==> config.mk <==
export PLATFORM = sky130hd
export DESIGN_NAME = cctc_ram
export DESIGN_NICKNAME = d
export VERILOG_FILES = /design/src/hw/rtl/cctc_ram.sv
export SDC_FILE = /design/constraint.sdc
export NUM_CORES = 1
export LEC_CHECK = 0
export ABC_AREA = 1
export BUFFER_PORTS_ARGS = -buffer_cell sky130_fd_sc_hd__buf_2
export CAP_MARGIN = 20
export CORE_ASPECT_RATIO = 1.2
export CORE_MARGIN = 1
export CORE_UTILIZATION = 50
export CTS_BUF_LIST = sky130_fd_sc_hd__clkbuf_2
export DETAILED_ROUTE_END_ITERATION = 8
export GPL_ROUTABILITY_DRIVEN = 1
export PLACE_DENSITY = 0.67
export SYNTH_ARGS = -nofsm -noshare
export SYNTH_HDL_FRONTEND = slang
export SYNTH_SLANG_ARGS = --single-unit
==> constraint.sdc <==
create_clock -name clk -period 1.1 [get_ports clk]
set_input_delay 0.055 -clock clk [delete_from_list [all_inputs] [get_ports clk]]
set_output_delay 0.055 -clock clk [all_outputs]
set_load 0.02 [all_outputs]
==> src/hw/rtl/cctc_ram.sv <==
module cctc_ram #(
	parameter int WIDTH = 8,
	parameter int DEPTH = 16
) (
	input  logic                                   clk,
	input  logic                                   we,
	input  logic [(DEPTH > 1 ? $clog2(DEPTH) : 1)-1:0] waddr,
	input  logic [WIDTH-1:0]                       wdata,
	input  logic                                   re,
	input  logic [(DEPTH > 1 ? $clog2(DEPTH) : 1)-1:0] raddr,
	output logic [WIDTH-1:0]                       rdata
);

	logic [WIDTH-1:0] mem [DEPTH];

	always_ff @(posedge clk) begin
		if (we) begin
			mem[waddr] <= wdata;
		end
		if (re) begin
			rdata <= mem[raddr];
		end
	end

endmodule

== Yosys cells after proc, flatten, opt, wreduce, memory -nomap -nowiden ==
Memory sizes are Yosys's and may differ from the RTL's. A register that Yosys moved wholly into a read port is not among the register bits.
Cells that the tools add are included.

* Flip-flop bits (word level): 0
* RAM bits: 128
* Input bits: 19
* Output and inout port bits: 8
* Word-level logic and storage cells: 3
* Memories kept: 1

* Multiplexer cells: 2

{| class="wikitable"
|+ Memory list
! name !! depth !! bits a word !! read ports !! clocked after memory_dff !! wr ports !! RTL line !! source
|-
| mem || 16 || 8 || 1 || 1 || 1 || 14 || <nowiki>logic [WIDTH-1:0] mem [DEPTH];</nowiki>
|}

{| class="wikitable"
|+ Operators by type and width
! kind !! number
|-
| $mux W1 || 2
|}

== Logic depth before layout (Yosys ltp) ==
* Depth after elaboration: 2
* Gate-level depth with buffers: 8
* Depth with buffers taken out: 7

== Worst setup path after synthesis ==
OpenSTA, ideal clock, no wires.

* Kind: input-to-reg
* Start: input port waddr[3] in the netlist's numbering
* End: memory mem[4][0], enable pin
* Setup time: 370 ps
* Arrival: 636 ps
* Data required time: 730 ps
* Path slack: 94 ps
* Stages: 2
* Buffers on the path: 0
* Cells stage by stage: nand3b_1 > nor2_1

{| class="wikitable"
|+ RTL lines
! item !! RTL line !! source
|-
| start, declared || 7 || <nowiki>input logic [(DEPTH > 1 ? $clog2(DEPTH) : 1)-1:0] waddr,</nowiki>
|-
| end, declared || 14 ||
|}

Straight into the memory's write port.

== Worst setup path after layout ==
* Start: register rdata[3] (read register of mem)
* End: output port rdata[3]

{| class="wikitable"
|+ RTL lines
! item !! RTL line !! source
|-
| start, declared || 11 || <nowiki>output logic [WIDTH-1:0] rdata</nowiki>
|}

No word-level cell between the ends.

==> flow_summary.json <==
{
  "status": "finished with violations",
  "failed_checks": "setup timing",
  "ant_nets": 0,
  "numPortBuffers": 26,
  "die_area_um2": 12130,
  "ir_drop_mv": 0.7515,
  "startpoint_type": "flop",
  "cts_inserted_buffers": 17,
  "data_arrival_time_of_the_critical_path_ps": 1320,
  "path_clk_slew_ps": 180,
  "grt-ovfl-total": 0,
  "finish.net_count": 635,
  "pin_count": 27,
  "final.min_clock_period_ps": 1373,
  "synth_seq_cells": 136,
  "finalSetupViolCount": 8,
  "yosys.area.top_type": "sky130_fd_sc_hd__edfxtp_1",
  "cts_max_path_buffers": 2,
  "dieHeight_um": 120.5,
  "drcViolationCount": 0,
  "skew_ps": 29.39,
  "post-place-cells": 735,
  "synth.net_count": 570,
  "power.combinational.fraction_pct": 9.5,
  "headroom_to_the_max_slew_limit_pct": 54.38,
  "path_class": "flop to primary output",
  "worst-slew-pin-transition_ps": 683.3,
  "effective_utilization_at_floorplan_pct": 52.24,
  "vias_in_the_first_global_route": 3870,
  "gp_congestion": 0.9265,
  "drt_first_pass_iters": 6,
  "setup_total_negative_slack_ps": -1933,
  "hold_path.class": "primary input to flop",
  "r2r_slack_ps": 0,
  "cts_tree": "yes",
  "post_cts.repair.setup_buffers": 0,
  "rsz0062_at_grt": "true",
  "synth.avg_cell_area_um2": 10.61,
  "worstRegToRegCells": 6,
  "final.period_utilization_pct": 124.9,
  "synth-warning-count": 0,
  "internal_power_w": 0.007168,
  "post-route-util_pct": 62.07,
  "clock_latency_ps": 690,
  "critical_path.n_buffers_inverters": 1,
  "finalMaxSlewViolations": 0,
  "worstPathRequired_ps": 1040,
  "totalWireLength_um": 13160,
  "critPathMaxStageDelay_ps": 480,
  "synth_largest_type_area_fraction_pct": 69.85,
  "critPathTopFamily": "flip-flops",
  "design.core.area_um2": 11190,
  "gr-usage-all-layers_pct": 24.11,
  "power.switching_fraction_pct": 24.92,
  "antenna_found_initial": 1,
  "postPlaceCellArea_um2": 6264,
  "ys_seq_area_share_pct": 69.85,
  "wl_per_cell_um": 16.79,
  "timing_hold_violations_final": 0,
  "critical_path.reg2reg.startpoint": "mem[5][1]",
  "flow.area_growth_from_synthesis_pct": 18.83,
  "largest_fanout_of_any_net_on_the_critical_path": 1,
  "htree_num_levels": 4,
  "cp-end-kind": "primary output",
  "layoutNonFillerInstCount": 784,
  "hold_ws_ps": 160.1,
  "mappedNetlistArea_um2": 5847,
  "clkSinkCount": 136,
  "drtIter0Drc": 237,
  "clkPwrFrac_pct": 29.0,
  "syn_inst": 551,
  "cp_slowest_cell": "sky130_fd_sc_hd__edfxtp_1",
  "cap_viol_max_count": 0,
  "stdcell_area_um2": 6948,
  "grt_first_pass_wirelength_um": 20470,
  "finalWorstSetupSlack_ps": -273.4,
  "synthTopCellsByArea": "sky130_fd_sc_hd__edfxtp_1 (70%), sky130_fd_sc_hd__nand2_1 (11%), sky130_fd_sc_hd__nand3_1 (8.3%)",
  "timing.critical_path.from": "rdata[3]",
  "power-per-cell-area_nw_per_um2": 1374,
  "pleak_nw": 3.003,
  "worstPathCellList": "buf_6",
  "fmax_mhz": 728.1,
  "row_count": 42,
  "hold_depth": 7,
  "largest_net_degree_at_the_start_of_global_routing": 42,
  "dr_total_vias": 3912,
  "netSwitchingPower_w": 0.002380,
  "min_to": "rdata[4]",
  "pwr-share-seq_pct": 61.5,
  "drive_gt1_share_pct": 21.94,
  "clock-root-buffer": "sky130_fd_sc_hd__clkbuf_2",
  "min_from": "raddr[0]",
  "avgViaCountPerCell": 4.990,
  "regToRegEndpoint": "rdata[1]",
  "synth_cell_type_count": 11,
  "detailedPlacementHpwl_um": 8155,
  "chipWidth_um": 100.7
}
-- worst max path at each step --
stage / end / slack, ps / cells after the start
after floorplan: mem[4][0] / 90 / 2
after global placement: rdata[0] / -190 / 8
after detailed placement: rdata[0] / -210 / 8
after CTS: rdata[7] / -310 / 1
after global routing: rdata[4] / -380 / 1
final: rdata[3] / -270 / 1
-- synth_stat cells, drive strengths merged --
cell / number
buf: 24
nand2: 173
nand3: 97
nand3b: 2
edfxtp: 136
inv: 102
nor2: 17
-- metal layers --
metal / track usage [%] / wire length (µm) / up-vias
li1: - / - / 1914
met1: 30.12 / 5263 / 1833
met2: 40.15 / 6587 / 140
met3: 6.185 / 940 / 25
met4: 9.420 / 370 / 0
met5: 0 / 0 / -
-- cell usage in the layout, fill, tap and decap left out --
cell                            instances
sky130_fd_sc_hd__nor2_1                17
sky130_fd_sc_hd__nand3b_1               2
sky130_fd_sc_hd__buf_2                 18
sky130_fd_sc_hd__buf_6                  8
sky130_fd_sc_hd__buf_4                 24
sky130_fd_sc_hd__clkinv_1               2
sky130_fd_sc_hd__clkinv_4               1
sky130_fd_sc_hd__dlygate4sd3_1         16
sky130_fd_sc_hd__inv_2                  3
sky130_fd_sc_hd__nand3_1               49
sky130_fd_sc_hd__nand3_2               48
sky130_fd_sc_hd__nand2_1              170
sky130_fd_sc_hd__inv_1                 99
sky130_fd_sc_hd__edfxtp_1             136
sky130_fd_sc_hd__clkinvlp_4             5
sky130_fd_sc_hd__bufinv_16              2
sky130_fd_sc_hd__clkbuf_2              18
sky130_fd_sc_hd__diode_2                1
sky130_fd_sc_hd__buf_12                 4
sky130_fd_sc_hd__nand2_2                3
sky130_fd_sc_hd__clkinv_2               4
-- state kept, by name (all words and copies together), names as in the netlist --
signal and flops:
mem 128, rdata 8
-- cells by family (layout without fill, tap and decap cells) --
logic type | Yosys count | in the layout | share of synthesized area (%)
buf+inv | 126 | 204 | 9.394
flops | 136 | 136 | 69.85
simple gates | 289 | 289 | 20.76
other cells | 0 | 1 | 0
-- area by class of cell --
type | instances | area (µm²)
inverter | 102 | 382.9
fill | 928 | 4245
clock buffer | 18 | 90.09
timing repair buffer | 70 | 600.6
antenna | 1 | 2.502
sequential | 136 | 4084
multi-input combinational | 289 | 1461
clock inverter | 14 | 133.9
tap | 154 | 192.7
-- metrics by stage --
stage          worst slack [ps]  total power [W]
6_report                 -273.4         0.009548
5_1_grt                  -377.9         0.009942
4_1_cts                  -314.5         0.009552
3_5_place_dp             -206.6         0.006742
3_3_place_gp             -185.7         0.006727
2_1_floorplan             94.16         0.006414
-- power by group through the flow --
stage / clock network (W) / registers, W / logic (W)
floorplan: 0 / 0.00600 / 0.000409
CTS: 0.00283 / 0.00587 / 0.000853
global placement: 0 / 0.00598 / 0.000747
global route: 0.00306 / 0.00588 / 0.000993
detailed placement: 0 / 0.00598 / 0.000759
finish: 0.00277 / 0.00587 / 0.000906
-- what timing repair did --
item,CTS,global route
pin swaps,12,30
gates resized for setup,29,39
endpoints found under the setup margin,15,16
hold buffers,16,0
hold endpoints to repair,228,0
No activity file was read; power rests on OpenSTA's default activity.
