===== config.mk =====
export PLATFORM = sky130hd
export DESIGN_NAME = cctc_update
export DESIGN_NICKNAME = d
export VERILOG_FILES = /design/src/hw/rtl/cctc_pkg.sv /design/src/hw/rtl/cctc_update.sv
export SDC_FILE = /design/constraint.sdc
export NUM_CORES = 1
export LEC_CHECK = 0
export BUFFER_PORTS_ARGS = -buffer_cell sky130_fd_sc_hd__buf_2
export CORE_MARGIN = 3
export CORE_UTILIZATION = 41
export DETAILED_ROUTE_END_ITERATION = 10
export GPL_TIMING_DRIVEN = 1
export PLACE_DENSITY = 0.85
export SLEW_MARGIN = 0
export SYNTH_ARGS = -nofsm -noshare
export SYNTH_HDL_FRONTEND = slang
export SYNTH_SLANG_ARGS = --single-unit

===== constraint.sdc =====
create_clock -name vclk -period 2
set_clock_uncertainty 0.05 [all_clocks]
set_input_delay 0.1 -clock vclk [all_inputs]
set_output_delay 0.1 -clock vclk [all_outputs]
set_load 0.01 [all_outputs]

===== src/hw/rtl/cctc_pkg.sv =====
package cctc_pkg;

	typedef enum logic [1:0] {
		CMD_LOAD        = 2'd0,
		CMD_STORE       = 2'd1,
		CMD_SNOOP_LOAD  = 2'd2,
		CMD_SNOOP_STORE = 2'd3
	} cmd_t;

	typedef enum logic [1:0] {
		ST_INVALID  = 2'd0,
		ST_VALID    = 2'd1,
		ST_SHARED   = 2'd2,
		ST_MODIFIED = 2'd3
	} coh_state_t;

	localparam logic PROTO_VI  = 1'b0;
	localparam logic PROTO_MSI = 1'b1;

	typedef struct packed {
		logic hit;
		logic victim_dirty;
		logic shared_upgrade;
	} cc_result_t;

endpackage


===== src/hw/rtl/cctc_update.sv =====
module cctc_update
	import cctc_pkg::*;
#(
	parameter int NWAY  = 2,
	parameter int TAG_W = 19
) (
	input  cmd_t                        cmd,
	input  logic [TAG_W-1:0]            tag,
	input  logic                        protocol,
	input  logic [NWAY-1:0][TAG_W-1:0]  old_tags,
	input  logic [NWAY-1:0][1:0]        old_states,
	input  logic [NWAY-1:0]             old_dirty,
	input  logic                        old_lru,
	output logic [NWAY-1:0][TAG_W-1:0]  new_tags,
	output logic [NWAY-1:0][1:0]        new_states,
	output logic [NWAY-1:0]             new_dirty,
	output logic                        new_lru,
	output cc_result_t                  result
);

	logic [NWAY-1:0] match;
	logic [NWAY-1:0] hsel;
	logic [NWAY-1:0] fsel;
	logic            any_match;
	logic            hit_way;
	logic            fill_way;
	logic            sel_shared;
	logic            is_local;

	always_comb begin
		for (int w = 0; w < NWAY; w++) begin
			match[w] = (old_states[w] != ST_INVALID) && (old_tags[w] == tag);
		end
		// way 0 wins when both match
		hsel[0] = match[0];
		for (int w = 1; w < NWAY; w++) begin
			hsel[w] = match[w] && !match[0];
		end
		any_match = |match;
		hit_way   = (NWAY == 2) ? !match[0] : 1'b0;
		fill_way  = (NWAY == 2) ? old_lru : 1'b0;
		for (int w = 0; w < NWAY; w++) begin
			fsel[w] = (1'(w) == fill_way);
		end
		sel_shared = 1'b0;
		for (int w = 0; w < NWAY; w++) begin
			if (hsel[w] && old_states[w] == ST_SHARED) begin
				sel_shared = 1'b1;
			end
		end
		is_local = (cmd == CMD_LOAD) || (cmd == CMD_STORE);
	end

	always_comb begin
		new_tags   = old_tags;
		new_states = old_states;
		new_dirty  = old_dirty;
		new_lru    = old_lru;
		result     = '0;
		if (any_match) begin
			unique case (cmd)
				CMD_LOAD: begin
					result.hit = 1'b1;
					new_lru    = (NWAY == 2) ? !hit_way : 1'b0;
				end
				CMD_STORE: begin
					new_dirty = old_dirty | hsel;
					new_lru   = (NWAY == 2) ? !hit_way : 1'b0;
					if (sel_shared) begin
						result.shared_upgrade = 1'b1;
						for (int w = 0; w < NWAY; w++) begin
							if (hsel[w]) new_states[w] = ST_MODIFIED;
						end
					end else begin
						result.hit = 1'b1;
					end
				end
				CMD_SNOOP_LOAD: begin
					result.hit          = 1'b1;
					result.victim_dirty = |(old_dirty & hsel);
					for (int w = 0; w < NWAY; w++) begin
						if (hsel[w]) begin
							new_states[w] = (protocol == PROTO_MSI) ? ST_SHARED : ST_INVALID;
						end
					end
				end
				CMD_SNOOP_STORE: begin
					result.hit          = 1'b1;
					result.victim_dirty = |(old_dirty & hsel);
					for (int w = 0; w < NWAY; w++) begin
						if (hsel[w]) new_states[w] = ST_INVALID;
					end
				end
				default: ;
			endcase
		end else if (is_local) begin
			result.victim_dirty = |(old_dirty & fsel);
			new_lru = (NWAY == 2) ? !fill_way : 1'b0;
			for (int w = 0; w < NWAY; w++) begin
				if (fsel[w]) begin
					new_tags[w]  = tag;
					new_dirty[w] = (cmd == CMD_STORE);
					if (protocol == PROTO_MSI) begin
						new_states[w] = (cmd == CMD_STORE) ? ST_MODIFIED : ST_SHARED;
					end else begin
						new_states[w] = ST_VALID;
					end
				end
			end
		end
	end

endmodule


## After elaboration in Yosys (flattened, before gate mapping)

Index checks and enable logic that the tools add are counted.

| word-level totals | value |
|---|---|
| register bits | 0 |
| bits of input ports | 67 |
| output and inout port bits | 48 |
| word-level logic and storage cells | 66 |

| operators by class | value |
|---|---|
| equal/unequal tests | 7 |
| mux-type cells | 38 |
| bitwise gates (word level) | 4 |
| reductions and logical operators | 17 |

Operators by type and width:

| operator | number |
|---|---|
| two-way mux 38 bit | 2 |
| equality test 19 bit | 2 |
| two-way mux 19 bit | 2 |
| two-way mux 2 bit | 13 |
| two-way mux 1 bit | 16 |
| two-way mux 4 bit | 3 |
| case mux 4 bit (3 select lines) | 1 |
| OR reduction 2 bit | 5 |
| equality test 2 bit (second input constant) | 4 |
| logical AND 1 bit | 5 |
| bitwise AND 2 bit | 2 |
| nonzero test 2 bit | 2 |
| OR reduction 3 bit | 1 |
| equality test 2 x 1 -> 1 bit (second input constant) | 1 |
| zero test 1 bit | 2 |
| zero test 2 bit | 1 |
| OR 2 bit | 1 |
| case mux 1 bit (2 select lines) | 1 |
| logical OR 1 bit | 1 |
| NOT 1 bit | 1 |

## Logic depth before layout (Yosys ltp)

Gate-level depths: netlist of run 1.

| depth | value |
|---|---|
| word-level depth | 9 |
| depth in mapped cells | 8 |
| depth with buffers taken out | 6 |

## Worst setup path after synthesis of run 1

Ideal clock, no wire load.

| path | value |
|---|---|
| kind | input to output |
| from | in tag[9] |
| to | out new_tags[10] in the netlist's numbering |
| arrival time | 1.687 ns |
| setup slack | 0.163 ns |
| stages | 7 |
| buffers on the path | 1 |
| path through | xnor2_1 > nand4_1 > nor4_4 > nand3_2 > nand4_2 > buf_6 > mux2_1 |

RTL lines:

| what | RTL line | RTL |
|---|---|---|
| start: declaration | cctc_update.sv:8 | `input logic [TAG_W-1:0] tag,` |
| end: declaration | cctc_update.sv:14 | `output logic [NWAY-1:0][TAG_W-1:0] new_tags,` |

==> results of run 1 <==
-- layout by cell type (no fill, tap or decap), types with 2 or more instances in the layout --
master,Yosys,final
a211oi_1,4,3
a21oi_1,4,4
a31oi_1,2,2
buf_12,1,3
buf_2,1,83
buf_4,0,18
buf_6,2,32
inv_1,4,4
mux2_2,21,10
mux2_4,10,29
mux2i_1,3,3
nand2_1,8,7
nand3_1,3,3
nand4_1,10,10
nor2_1,4,4
nor2b_1,2,2
nor3_1,3,3
nor4_4,1,2
o21ai_0,3,3
o31ai_1,2,2
xnor2_1,33,20
xnor2_2,0,12
xor2_1,5,5
-- worst max-delay path by stage --
stage	start	slack (ns)	end	cells past startpoint
global route	tag[14]	-0.16	new_tags[6]	9
finish	tag[8]	-0.11	new_states[0]	10
global placement	tag[4]	-0.34	new_tags[26]	8
detailed placement	tag[4]	-0.36	new_tags[20]	8
floorplan	tag[9]	0.16	new_tags[10]	7
CTS	tag[1]	0.006	new_tags[3]	10
-- layer usage --
layer / share of wire, % / GRT usage, % / vias up
li1: - / - / 849
met1: 39 / 23.6 / 928
met2: 48 / 40.6 / 142
met3: 8.8 / 3.78 / 26
met4: 4.0 / 3.86 / 0
met5: 0 / 0 / -
-- worst max-delay path, delay by kind of cell --
kind | cells | cell delay [ns]
buffers and inverters | 4 | 0.62
AOI/OAI and AO/OA | 3 | 0.53
xor gates and xnor gates | 1 | 0.21
and+or+nand+nor | 2 | 0.49
-- power by group --
| part | switching (mW) | leakage (nW) | internal (mW) |
|---|---|---|---|
| logic | 0.292 | 1.26 | 0.352 |
| clock network | 0 | 0.00000634 | 0.0000000669 |
| registers | 0 | 0 | 0 |
-- kinds of logic (layout without fill, tap and decap cells) --
kind of cell           after synthesis  in the layout  synth area share [%]
AO/OA/AOI/OAI                       23             23                  12.3
multiplexers                        42             42                  38.1
buffers and inverters                9            142                  4.99
other                                0              1                     0
AND/OR/NAND/NOR                     41             41                  19.5
XOR/XNOR                            38             38                  25.0
-- area by class of cell --
class	instances	area share, %
multi-input combinational	144	58.0
antenna	1	0.0970
tap	44	2.13
timing repair buffer	138	39.2
inverter	4	0.582
-- what timing repair did --
| action | in CTS | in global routing |
|---|---|---|
| gates resized for setup | 6 | 88 |
| endpoints found under the setup margin | 42 | 47 |
| gates cloned | 0 | 1 |
| buffers inserted | 2 | 0 |
| pin swaps | 5 | 21 |
==> metrics.md, run 1 <==
| Metric | Value |
|---|---|
| Slowest-stage cell, CP | a221o_1 |
| Clock buffer instance count of the final layout | 0 |
| Fmax | 475 MHz |
| Critical path required time | 1.85 ns |
| Max-slew headroom at the worst pin | between 70% and 80% |
| Antenna violations before repair | 1 |
| Hold path cells | 3 |
| Total of max-cap violations | 0 |
| Fin. Hold Viols | 0 |
| Height of the chip | around 63 um |
| Arrival time of data at the critical path endpoint | between 1.5 and 2 ns |
| Delay contributed by the slowest stage of the critical path | about 0.31 ns |
| Footprint of the flip-flops and latches | 0 sq um |
| First-pass GRT wire length | 7.10 mm |
| Static leakage | between 1 and 1.5 nW |
| Min setup slack post-route | -0.106 ns |
| Mapped Nets | 220 |
| Number of synthesis warnings | 0 |
| Core area | around 0.0031 sq mm |
| DP Cell Count | approximately 330 |
| Post-DP HPWL | 3.73 mm |
| Area of combinational cells with multiple inputs | roughly 0.0015 sq mm |
| Post-Place Worst Slack | -0.356 ns |
| Ordered list of cells on the worst path | buf_2 -> xnor2_2 -> nand4_1 -> nor4_4 -> buf_4 -> buf_4 -> a41oi_1 -> a221o_1 -> o31ai_1 -> buf_2 |
| Site Rows | 20 |
| Post-route non-filler standard cell count | around 330 |
| Overflow left after global routing | 0 |
| Result of the run | finished with violations |
| Vias per std cell | 5.88 |
| Layout filler cell count | 147 |
| Synth area leaders | xnor2_1 (22%), mux2_2 (18%), mux2_4 (11%) |
| Post-detailed-routing wire length | between 6 and 7 mm |
| Final weighted congestion of routability-driven global placement | between 0.8 and 0.9 |
| # setup viols final | 34 |
| Area of the die | ~0.004 sq mm |
| Final number of max-transition violations | 0 |
| Placed cell area | roughly 0.0021 sq mm |
| Nature of the critical path endpoint | primary output |
| Routed wire length per instance | 20.8 um |
| Area overhead of the layout relative to synthesis | 94.2% |
| Die boundary width | 62.9 um |
| Number of top-level pins | about 120 |
| Final core area utilization | roughly 84% |
| Share of Yosys cell area claimed by the top area cell type | 21.8% |
| Top post-synthesis cells by count | xnor2_1 (33), mux2_2 (21), mux2_4 (10), nand4_1 (10) |
| Failing checks | setup timing |
| DRC violations left | 0 |
| Worst hold path class | input pin to primary output |
| Global router's overall resource usage | a little over a fifth |
| Hold slack | 0.459 ns |
| Largest voltage drop on the vdd net | 179 uV |
| Hold path startpoint | old_tags[7] |
| Sum Neg Setup Slack | -1.35 ns |
| Total Power | roughly 640 uW |
| Least-Margin Pin Slew | approximately 0.43 ns |
| Hold Path End | new_tags[7] |
| Remaining number of nets flagged by the antenna check after routing | 0 |
| Starting DRC count in detailed routing | ~220 |
| Cell type with the highest aggregate area in the netlist | xnor2_1 |
| Type of element launching the critical path | input pin |
| Post-synth cell types | just over 40 |
| Port Buffer Count | 115 |
| Dominant cell by count in the synthesized netlist | xnor2_1 |
| Synth Instances | 153 |
| Final min period | between 2 and 2.5 ns |
| Part of the Yosys area used for sequential elements | 0% |
| Mean instance size in the synthesized netlist | 8.68 sq um |
| Critical path class | input pin to primary output |
| Finished layout cell area | roughly 0.0026 sq mm |
| Pin count of the biggest net entering global routing | 20 |
| Drt pass-1 iters | 4 |
| Fraction of final layout cells sized beyond drive strength 1 | between 70% and 80% |
| Total number of vias | approximately 2,000 |
| Post-CTS Hold Buffers | 0 |
| Initial core utilization | between 40 and 50% |
| Vias in the first global route | 1,671 |
| P per Cell Area | around 250 mW/mm^2 |
| Flip-flop and latch count | 0 |
| Nets | around 360 |
| CP max FO | 4 |
| Setup repair after global routing missed its margin | yes |
| Crit share post-route | 105% |
| Mapped Area | approximately 0.0013 sq mm |
Power figures use the tool's default switching activity.
==> run 2, diff against run 1 <==
- BUFFER_PORTS_ARGS: -buffer_cell sky130_fd_sc_hd__buf_2 -> unset
- CORE_UTILIZATION: 41 -> 45
- DONT_BUFFER_PORTS: unset -> 1
- PLACE_DENSITY: 0.85 -> unset
- PLACE_DENSITY_LB_ADDON: unset -> 0.05
- SETUP_SLACK_MARGIN: unset -> 0.02
==> run 2 against run 1 <==
Compared with the run above: the run now ends clean; core utilization shrank 32 points; clock-buffer cell count is the same; hold slack lost 0.22 ns; final area shrank 44%; non-clock buffer count shrank 125; final cell count shrank 42%; critical path depth shrank 2; sequential share of layout area is the same; maximum frequency grew 16%; largest power group unchanged; highest routed layer is now met3.
==> metrics.md, run 2 (same netlist as run 1, synthesis figures left out) <==
| Metric | Value |
|---|---|
| Site Rows | 19 (was 20) |
| Finished layout cell area | 0.00145 sq mm (was 0.00258 sq mm) |
| Sum of buffers and inverters on the critical path | 2 (was 4) |
| Layout filler cell count | 274 (was 147) |
| Post-DP HPWL | 3.09 mm (was 3.73 mm) |
| Die boundary width | 60.3 um (was 62.9 um) |
| P per Cell Area | 198 mW/mm^2 (was 249 mW/mm^2) |
| Slowest-stage cell, CP | nor4_4 (was a221o_1) |
| Pin count of the biggest net entering global routing | 20 (unchanged) |
| Final min period | 1.82 ns (was 2.11 ns) |
| Start point of the critical path | tag[11] (was tag[8]) |
| Routed wire length per instance | 18.8 um (was 20.8 um) |
| Type of element launching the critical path | input pin (unchanged) |
| First-pass GRT wire length | 5.48 mm (was 7.10 mm) |
| Number of top-level pins | 115 (unchanged) |
| Total of max-cap violations | 0 (unchanged) |
| Area of the die | 0.00364 sq mm (was 0.00396 sq mm) |
| Critical path class | input pin to primary output (unchanged) |
| DRC violations left | 0 (unchanged) |
| Overflow left after global routing | 0 (unchanged) |
| Vias per std cell | 6.32 (was 5.88) |
| Placed cell area | 0.00143 sq mm (was 0.00208 sq mm) |
| Crit path capture | new_dirty[0] (was new_states[0]) |
| Leading cell types in the layout, fill and taps excluded | xnor2_1 (33), mux2_2 (21), nand4_1 (10), mux2_4 (10), buf_4 (10) (was buf_2 (83), buf_6 (32), mux2_4 (29)) |
| Starting DRC count in detailed routing | 73 (was 219) |
| Cell type with the highest occurrence count on the critical path | buf_4 |
| Largest voltage drop on the vdd net | 109 uV (was 179 uV) |
| Ordered list of cells on the worst path | xnor2_1 -> nand4_1 -> nor4_4 -> and3_1 -> buf_4 -> nor3_1 -> a211oi_1 -> buf_4 (was buf_2 -> xnor2_2 -> nand4_1 -> nor4_4 -> buf_4 -> buf_4 -> a41oi_1 -> a221o_1 -> o31ai_1 -> buf_2) |
| Max-slew headroom at the worst pin | 70.3% (was 71.0%) |
| Nets | 230 (was 355) |
| Crit share post-route | 90.9% (was 105%) |
| Initial core utilization | 47.8% (was 43.2%) |
| Most common cell after layout, fill and taps aside | xnor2_1 (was buf_2) |
| Setup repair after global routing missed its margin | no (was yes) |
| Total number of vias | 1,214 (was 1,945) |
| Result of the run | finished, final reports clean (was finished with violations) |
| Count of inserted antenna diode cells | 0 (was 1) |
| Fmax | 550 MHz (was 475 MHz) |
| Drt pass-1 iters | 2 (was 4) |
| Count of cells resized by post-cts repair | 0 (was 6) |
| Final weighted congestion of routability-driven global placement | 0.814 (was 0.892) |
| Critical path required time | 1.85 ns (about the same) |
| Height of the chip | 60.3 um (was 62.9 um) |
| Post-detailed-routing wire length | 3.61 mm (was 6.88 mm) |
| Flip-flop and latch count | 0 (unchanged) |
| Global router's overall resource usage | 18.2% (was 21.0%) |
| Clock buffer instance count of the final layout | 0 (unchanged) |
| Family with the most delay on the worst path | simple AND/OR/NAND/NOR gates (was buffers and inverters) |
| Core area | 0.00278 sq mm (was 0.00308 sq mm) |
| Antenna violations before repair | 0 (was 1) |
| Fin. Hold Viols | 0 (unchanged) |
| Final number of max-transition violations | 0 (unchanged) |
| Vias in the first global route | 1,288 (was 1,671) |
| Least-Margin Pin Slew | 0.441 ns (was 0.431 ns) |
| Remaining number of nets flagged by the antenna check after routing | 0 (unchanged) |
| Sum Neg Setup Slack | 0 ns (was -1.35 ns) |
| Crit path depth | 8 (was 10) |
| CP max FO | 9 (was 4) |
| Worst hold path class | input pin to primary output (unchanged) |
| Port Buffer Count | 0 (was 115) |
| Footprint of the flip-flops and latches | 0 sq um (unchanged) |
| Fraction of final layout cells sized beyond drive strength 1 | 31.7% (was 70.6%) |
| Delay contributed by the slowest stage of the critical path | 0.31 ns (about the same) |
| Arrival time of data at the critical path endpoint | 1.67 ns (was 1.96 ns) |
| Area overhead of the layout relative to synthesis | 9.23% (was 94.2%) |
| Static leakage | 0.508 nW (was 1.26 nW) |
| Nature of the critical path endpoint | primary output (unchanged) |
| # setup viols final | 0 (was 34) |
==> run 2: cell types whose count changed in the layout (fill, tap and decap cells not counted), moves of 8 or more <==
cell / before / now
buf_4: 18 / 10
buf_6: 32 / 0
buf_2: 83 / 0
xnor2_2: 12 / 0
mux2_1: 0 / 8
mux2_4: 29 / 10
mux2_2: 10 / 21
xnor2_1: 20 / 33
==> run 2: layout make-up <==
| type | instances | area, sq um | area share, % |
|---|---|---|---|
| repair buffers | 13 | 135 | 9.31 |
| inverters | 4 | 15.0 | 1.03 |
| multi-input cells | 144 | 1260 | 87.0 |
| well taps | 31 | 38.8 | 2.67 |
==> run 2: timing repair <==
item	4_1_cts	5_1_grt
buffers inserted	1	0
hold buffers	0	0
endpoints found under the hold margin	0	0
setup endpoints to repair	19	0
==> run 2: layer usage <==
metal,global-route usage (%),vias up,share of wire (%)
met5,0,-,0
met4,0,0,0
met3,3.40,0,9.4
met2,37.7,59,55
met1,19.8,561,36
li1,-,594,-
==> run 2: how the worst min path moves through the flow <==
stage	slack (ns)	startpoint	to	cells past startpoint
after detailed placement	0.24	cmd[1]	new_lru	1
final	0.24	cmd[1]	new_lru	1
after CTS	0.24	cmd[1]	new_lru	1
after global routing	0.24	cmd[1]	new_lru	1
after floorplan	0.28	tag[8]	new_tags[27]	1
after global placement	0.24	cmd[1]	new_lru	1
==> run 2: through the flow <==
stage | utilization (%) | worst slack, ns | instances | hold WS [ns] | power, mW
3_5_place_dp | 51.5 | -0.0726 | 191 | 0.238 | 0.286
6_report | 52.2 | 0.182 | 192 | 0.237 | 0.288
3_3_place_gp | 51.5 | -0.0104 | 191 | 0.237 | 0.288
2_1_floorplan | - | 0.163 | 153 | 0.285 | 0.249
4_1_cts | 52.2 | 0.148 | 192 | 0.239 | 0.292
5_1_grt | 52.2 | 0.0340 | 192 | 0.242 | 0.312
==> run 2: power breakdown <==
part	total [mW]	internal, mW	switching, mW
Clock	0	0	0
Combinational	0.288	0.156	0.131
Sequential	0	0	0
Total	0.288	0.156	0.131
==> run 3, diff against run 2 <==
- CELL_PAD_IN_SITES_DETAIL_PLACEMENT: unset -> 0
- CELL_PAD_IN_SITES_GLOBAL_PLACEMENT: unset -> 2
- CORE_UTILIZATION: 45 -> 30
==> run 3 against run 2 <==
Compared with the run above: clock-buffer cell count stayed put; critical endpoint is now new_tags[0]; critical path depth stayed put; via count is 0.25% higher; maximum frequency is 1.8% lower; sequential share of layout area did not move; wire length rose by 12%; final cell count is 10% higher; final area grew 1.6%; core utilization is 17 points lower; largest cell class unchanged; hold slack worse by 0.0012 ns; setup slack got worse by 0.033 ns.
==> metrics.md, run 3 (same netlist as run 1, synthesis figures left out) <==
| Metric | Value |
|---|---|
| Result of the run | finished, final reports clean (unchanged) |
| Hold slack | 0.236 ns (was 0.237 ns) |
| Height of the chip | 72.6 um (was 60.3 um) |
| # setup viols final | 0 (unchanged) |
| Core area | 0.00414 sq mm (was 0.00278 sq mm) |
| Initial core utilization | 32.1% (was 47.8%) |
| Layout filler cell count | 455 (was 274) |
| Vias in the first global route | 1,373 (was 1,288) |
| Crit share post-route | 92.5% (was 90.9%) |
| Area of combinational cells with multiple inputs | 0.00127 sq mm (was 0.00126 sq mm) |
| Overflow left after global routing | 0 (unchanged) |
| Post-CTS Hold Buffers | 0 (unchanged) |
| Antenna violations before repair | 0 (unchanged) |
| Worst hold path class | input pin to primary output (unchanged) |
| Port Buffer Count | 0 (unchanged) |
| Pin count of the biggest net entering global routing | 20 (unchanged) |
| Total Power | 290 uW (was 288 uW) |
| Global router's overall resource usage | 14.4% (was 18.2%) |
| Type of element launching the critical path | input pin (unchanged) |
| Least-Margin Pin Slew | 0.450 ns (was 0.441 ns) |
| Total number of vias | 1,217 (was 1,214) |
| Largest voltage drop on the vdd net | 72.1 uV (was 109 uV) |
| Nature of the critical path endpoint | primary output (unchanged) |
| Fmax | 540 MHz (was 550 MHz) |
| DRC violations left | 0 (unchanged) |
| CP max FO | 19 (was 9) |
| Final min period | 1.85 ns (was 1.82 ns) |
| Fin. Hold Viols | 0 (unchanged) |
| Count of inserted antenna diode cells | 0 (unchanged) |
| Setup repair after global routing missed its margin | yes (was no) |
| P per Cell Area | 196 mW/mm^2 (was 198 mW/mm^2) |
| Most common cell after layout, fill and taps aside | xnor2_1 (unchanged) |
| Flip-flop and latch count | 0 (unchanged) |
| Clock buffer instance count of the final layout | 0 (unchanged) |
| Nets | 231 (was 230) |
| Routed wire length per instance | 19.0 um (was 18.8 um) |
| Leading cell types in the layout, fill and taps excluded | xnor2_1 (33), mux2_2 (24), buf_4 (12) (was xnor2_1 (33), mux2_2 (21), nand4_1 (10), mux2_4 (10), buf_4 (10)) |
| Final core area utilization | 35.6% (was 52.2%) |
| Final weighted congestion of routability-driven global placement | 0.770 (was 0.814) |
| Max-slew headroom at the worst pin | 69.8% (was 70.3%) |
| Die boundary width | 72.6 um (was 60.3 um) |
| Crit path capture | new_tags[0] (was new_dirty[0]) |
| Start point of the critical path | tag[4] (was tag[11]) |
| Starting DRC count in detailed routing | 21 (was 73) |
| Total of max-cap violations | 0 (unchanged) |
| Post-DP HPWL | 3.51 mm (was 3.09 mm) |
| Area of the die | 0.00526 sq mm (was 0.00364 sq mm) |
| Area overhead of the layout relative to synthesis | 11.0% (was 9.23%) |
| First-pass GRT wire length | 6.29 mm (was 5.48 mm) |
| Fraction of final layout cells sized beyond drive strength 1 | 34.6% (was 31.7%) |
| Footprint of the flip-flops and latches | 0 sq um (unchanged) |
| Critical path class | input pin to primary output (unchanged) |
| Drt pass-1 iters | 4 (was 2) |
| Static leakage | 0.506 nW (was 0.508 nW) |
| Arrival time of data at the critical path endpoint | 1.70 ns (was 1.67 ns) |
| Post-detailed-routing wire length | 4.04 mm (was 3.61 mm) |
| Critical path required time | 1.85 ns (about the same) |
| Vias per std cell | 5.74 (was 6.32) |
| Number of top-level pins | 115 (unchanged) |
| Final number of max-transition violations | 0 (unchanged) |
| Site Rows | 23 (was 19) |
| Remaining number of nets flagged by the antenna check after routing | 0 (unchanged) |
run 3: changes by cell type in the layout (fill, tap and decap cells not counted), sizes merged:
cell,delta
buf,+1
run 3: final cells by class:
type / count / share of cell area [%]
Tap cell: 50 / 4.24
Inverter: 4 / 1.02
Multi-Input combinational cell: 144 / 85.9
Timing Repair Buffer: 14 / 8.82
run 3: how the worst min path moves through the flow:
stage	start	endpoint	cells past startpoint
3_3_place_gp	cmd[1]	new_lru	1
4_1_cts	cmd[1]	new_lru	1
5_1_grt	cmd[1]	new_lru	1
6_report	cmd[1]	new_lru	1
2_1_floorplan	tag[8]	new_tags[27]	1
3_5_place_dp	cmd[1]	new_lru	1
run 3: repair_timing:
action,in CTS,in global routing
setup endpoints to repair,19,9
resized for setup,0,4
hold endpoints to repair,0,0
pin swaps,1,3
setup buffers,1,1
run 3: layer usage:
metal | GRT usage [%] | vias to the layer above | part of all wire (%)
li1 | - | 593 | -
met1 | 14.8 | 563 | 34
met2 | 30.0 | 61 | 56
met3 | 3.74 | 0 | 10
met4 | 0.410 | 0 | 0
met5 | 0 | - | 0
run 3: critical path: stages:
cell	delay [ns]
xnor2_1	0.19
nand4_1	0.17
nor4_4	0.32
buf_4	0.17
nand3_2	0.07
nand4_2	0.12
buf_12	0.17
mux2_2	0.38
run 3: through the flow:
step	cells	setup slack, ns	setup TNS (ns)	area [sq um]
CTS	211	0.123	0	1460
floorplan	153	0.163	0	1330
global route	212	0.0158	0	1480
finish	212	0.150	0	1480
detailed placement	210	-0.162	-2.18	1440
global placement	210	-0.0834	-0.749	1440
run 3: report_power, final:
part	switching [mW]	leakage, nW	internal (mW)	total [mW]
combinational	0.135	0.506	0.155	0.290
sequential	0	0	0	0
clock	0	0	0	0
total	0.135	0.506	0.155	0.290
